## src/rtl/vrt_pkg.sv

```systemverilog
// Shared types and constants for the value rank transform.
// No dependencies; used by vrt_cell and value_rank_transform.
package vrt_pkg;

    localparam int KEY_W  = 32;
    localparam int CNT_W  = 7;
    localparam int RANK_W = 6;

    localparam logic [KEY_W-1:0] SIGN_FLIP = 32'h8000_0000;

    // Token moving down the chain: an arriving value and its running count
    // of stored values that are less than or equal to it.
    typedef struct packed {
        logic             v;
        logic [KEY_W-1:0] key;
        logic [CNT_W-1:0] acc;
    } t_tok;

    // Stored cell contents handed toward the head during result readout.
    typedef struct packed {
        logic             v;
        logic [CNT_W-1:0] count;
    } t_slot;

    typedef enum logic [1:0] {
        ST_IDLE,
        ST_DRAIN,
        ST_EMIT
    } t_state;

endpackage

```

## src/rtl/vrt_cell.sv

```systemverilog
// One cell of the rank chain: holds one value and its count of list values
// less than or equal to it. Depends on vrt_pkg.
module vrt_cell (
    input  logic           i_clk,
    input  logic           i_rst_n,
    input  vrt_pkg::t_tok  i_tok,
    input  logic           i_shift,
    input  vrt_pkg::t_slot i_next,
    output vrt_pkg::t_tok  o_tok,
    output vrt_pkg::t_slot o_slot
);
    import vrt_pkg::*;

    logic             r_valid;
    logic [KEY_W-1:0] r_key;
    logic [CNT_W-1:0] r_count;
    logic             r_tok_v;
    logic [KEY_W-1:0] r_tok_key;
    logic [CNT_W-1:0] r_tok_acc;

    logic tok_le_cell;
    logic cell_le_tok;

    assign tok_le_cell = (i_tok.key <= r_key);
    assign cell_le_tok = (r_key <= i_tok.key);

    // Control: valid bit and token valid.
    always_ff @(posedge i_clk) begin
        if (!i_rst_n) begin
            r_valid <= 1'b0;
            r_tok_v <= 1'b0;
        end else begin
            r_tok_v <= i_tok.v & r_valid & ~i_shift;
            if (i_shift) begin
                r_valid <= i_next.v;
            end else if (i_tok.v) begin
                r_valid <= 1'b1;
            end
        end
    end

    // Payload: store, count, pass the token on.
    always_ff @(posedge i_clk) begin
        if (i_shift) begin
            r_count <= i_next.count;
        end else if (i_tok.v) begin
            if (!r_valid) begin
                r_key   <= i_tok.key;
                r_count <= i_tok.acc + CNT_W'(1);
            end else if (tok_le_cell) begin
                r_count <= r_count + CNT_W'(1);
            end
        end
        r_tok_key <= i_tok.key;
        r_tok_acc <= i_tok.acc + CNT_W'(cell_le_tok);
    end

    assign o_tok  = '{v: r_tok_v, key: r_tok_key, acc: r_tok_acc};
    assign o_slot = '{v: r_valid, count: r_count};

endmodule

```

## config.mk

```make
export PLATFORM = sky130hd
export DESIGN_NAME = vrt_cell
export DESIGN_NICKNAME = d
export VERILOG_FILES = /design/src/rtl/vrt_pkg.sv /design/src/rtl/vrt_cell.sv
export SDC_FILE = /design/constraint.sdc
export NUM_CORES = 1
export LEC_CHECK = 0
export BUFFER_PORTS_ARGS = -buffer_cell sky130_fd_sc_hd__buf_2
export CAP_MARGIN = 10
export CORE_AREA = 2 2 99 101
export DETAILED_ROUTE_END_ITERATION = 10
export DIE_AREA = 0 0 101 103
export MAX_ROUTING_LAYER = met4
export PLACE_DENSITY = 0.58
export SYNTH_ARGS = -nofsm -noshare
export SYNTH_HDL_FRONTEND = slang
export SYNTH_SLANG_ARGS = --single-unit
```

## constraint.sdc

```tcl
create_clock -name i_clk -period 3.75 [get_ports i_clk]
set_input_delay 0.375 -clock i_clk [delete_from_list [all_inputs] [get_ports i_clk]]
set_output_delay 0.375 -clock i_clk [all_outputs]
set_load 0.01 [all_outputs]
```

==> results.py <==
metrics = {
    "setup_path": {
        "path_class": "reg2reg",
        "crit_start": "r_key[7]",
        "crit_required_ns": 4.03,
        "cp.arrival_ns": 2.92,
        "end_kind": "register",
        "r2r_start": "r_key[7]",
        "r2r_setup_slack_ns": 1.12,
        "critical_path.max_fanout": 3,
        "setup.worst_path.start_class": "register",
        "critPathCapture": "r_tok_acc[6]",
        "r2r_end": "r_tok_acc[6]",
        "reg2reg_depth": 11,
    },
    "timing": {
        "relSlewSlack": 0.531,
        "finalHoldViolations": 0,
        "rsz0062_at_grt": "no",
        "hold_ws_ns": 0.146,
        "fmax_ghz": 0.380,
        "clock_skew_ns": 0.0103,
        "finalSetupTns_ns": 0,
        "slew_violations": 0,
        "fin_crit_ns": 2.63,
        "tightest_slew_ns": 0.703,
        "setup_ws_ns": 1.12,
        "period_share": 0.703,
        "setup_viol": 0,
    },
    "route": {
        "routed_wl_microns": 6210,
        "ant_nets": 0,
        "vias": 2186,
        "wire_per_inst_microns": 12.9,
        "drt_iter0_drc": 64,
        "viasPerCell": 4.55,
        "drc": 0,
        "drt-pass1-iter-count": 4,
    },
    "yosys": {
        "synth_edf_count": 39,
        "synth_common_cells": "dfxtp_1 (41), edfxtp_1 (39), ha_1 (35)",
        "syn-num-nets": 342,
        "synth_async_sr_flop_share": 0,
        "synth_cell_types": 38,
        "synth_warnings": 0,
        "synth_top_cell_by_area": "edfxtp_1",
        "seq_area_frac_synth": 0.618,
        "synth_cells": 256,
        "syn-cell-area_sq_um": 3230,
        "synth_top_cell_area_share": 0.363,
        "yosysMostFrequentCell": "dfxtp_1",
        "avgSynthCellArea_sq_um": 12.6,
        "ys_ff_latch": 80,
        "synth_area_leaders": "edfxtp_1 (36%), dfxtp_1 (25%), ha_1 (14%)",
        "synth-main-ff-cell": "dfxtp_1",
    },
    "cts": {
        "worst_skew_pair.late_latency_ns": 0.35,
        "numCtsBuffers": 9,
        "cts_tree": "done",
        "ctsHoldBuffers": 0,
        "cts.repair.resized": 0,
        "root_buffer": "clkbuf_8",
        "cts_setup_buffers": 0,
        "cts_max_level": 3,
        "cts.sinks": 80,
        "clk_path_buf_depth": 2,
        "clk_pin_slew_ns": 0.08,
    },
    "floorplan": {
        "io_pins": 99,
        "initial_core_util": 0.341,
        "num_rows": 36,
        "coreArea_sq_um": 9460,
        "die_area_sq_um": 10400,
        "dieWidth_microns": 101,
        "die_h_microns": 103,
    },
    "worst_hold_path": {
        "hold_path.class": "in2reg",
    },
    "global_routing": {
        "grt_pass1_vias": 2028,
        "grt_max_degree": 20,
        "antenna_found_initial": 0,
        "grt-ovfl-total": 0,
        "grt_pass1_wl_microns": 9440,
        "gr-usage-all-layers": 0.127,
    },
    "finish": {
        "regArea_sq_um": 1990,
        "fillers": 910,
        "nets": 447,
        "diodes": 0,
        "multiInputGateArea_sq_um": 1090,
        "design_area_sq_um": 4080,
        "instances_no_fill": 480,
        "syn2layout_area_growth_pct": 26.5,
        "drive_gt1_frac": 0.328,
        "fin_util": 0.431,
    },
    "placed_design": {
        "port-buffer-count": 98,
        "place_hpwl_microns": 4660,
        "place_ws_ns": 0.943,
        "gp_congestion": 0.798,
        "dpl_cell_area_sq_um": 3850,
        "post-place-cells": 464,
    },
    "power_and_ir_drop": {
        "vdd_ir_drop_max_uv": 201,
        "power.total_mw": 1.95,
        "leakage_nw": 1.90,
        "power.density_nw_per_um2": 478,
    },
    "flow_run": {
        "cap_violations": 0,
    },
    "outcome": {
        "outcome": "finished clean",
    },
}
[sequential cells by signal (all words and copies together), names as in the netlist]
register,flops
r_valid,1
r_tok_key,32
r_tok_v,1
r_key,32
r_tok_acc,7
r_count,7
[metal layers]
| metal | up-vias | GRT usage | wire length (microns) |
|---|---|---|---|
| met3 | 9 | 0.0407 | 366 |
| li1 | 1112 | - | - |
| met5 | - | - | 0 |
| met1 | 997 | 0.151 | 2950 |
| met4 | 0 | 0.0624 | 93 |
| met2 | 68 | 0.196 | 2800 |
[cells by family (layout without fill, tap and decap cells)]
kind of cell               Yosys count  after routing  synth area share
AOI/OAI and AO/OA                   36             36            0.0691
xor gates and xnor gates            10             10            0.0272
adders and majority gates           35             35             0.136
buffers and inverters               38            148            0.0473
DFF                                 80             80             0.618
muxes                                7              7            0.0229
and+or+nand+nor                     50             50            0.0803
[cell type report]
cell class,instances,area share
clock buffer,10,0.0313
sequential,80,0.488
multi-input combinational,138,0.266
timing repair buffer,100,0.124
clock inverter,6,0.0264
tap,114,0.0349
inverter,32,0.0294
[worst min-delay path by stage]
stage	from	to	slack, ns	depth (start not counted)
after floorplan	i_tok[7]	r_tok_key[0]	0.40	0
after global placement	i_tok[37]	r_tok_key[30]	0.50	1
after detailed placement	i_tok[37]	r_tok_key[30]	0.51	1
after CTS	i_tok[37]	r_tok_key[30]	0.12	1
after global routing	i_tok[33]	r_tok_key[26]	0.12	1
final	i_tok[16]	r_tok_key[9]	0.15	1
[power breakdown]
group	internal [mW]	total, mW	switching, mW
Clock	0.440	0.746	0.306
Combinational	0.0960	0.212	0.116
Sequential	0.972	0.994	0.0218
Total	1.51	1.95	0.444
[critical path, stage by stage, from the launching register on]
cell and delay (ns):
edfxtp_1 0.38, ha_1 0.31, a21oi_1 0.16, o21ai_0 0.11
a221o_1 0.33, o31a_1 0.33, o21ai_0 0.17, ha_1 0.21
ha_1 0.19, nand3_1 0.11, nor2_1 0.13, xor2_1 0.14
[cells in the final DEF, fill, tap and decap left out, types with 3 or more instances in the layout]
cell       Yosys  routed
mux2i_1        4       4
xnor2_1        5       5
nor2_1         5       5
mux2_2         3       3
xor2_1         5       5
edfxtp_1      39      39
nand4_1        6       6
a21oi_1       12      12
dfxtp_1       41      41
buf_2          2      98
o21ai_0       12      12
ha_1          35      35
inv_1         32      32
bufinv_16      0       3
nand3_1        8       8
clkbuf_8       0       9
nand2_1       16      16
No activity file was read; power rests on OpenSTA's default activity.
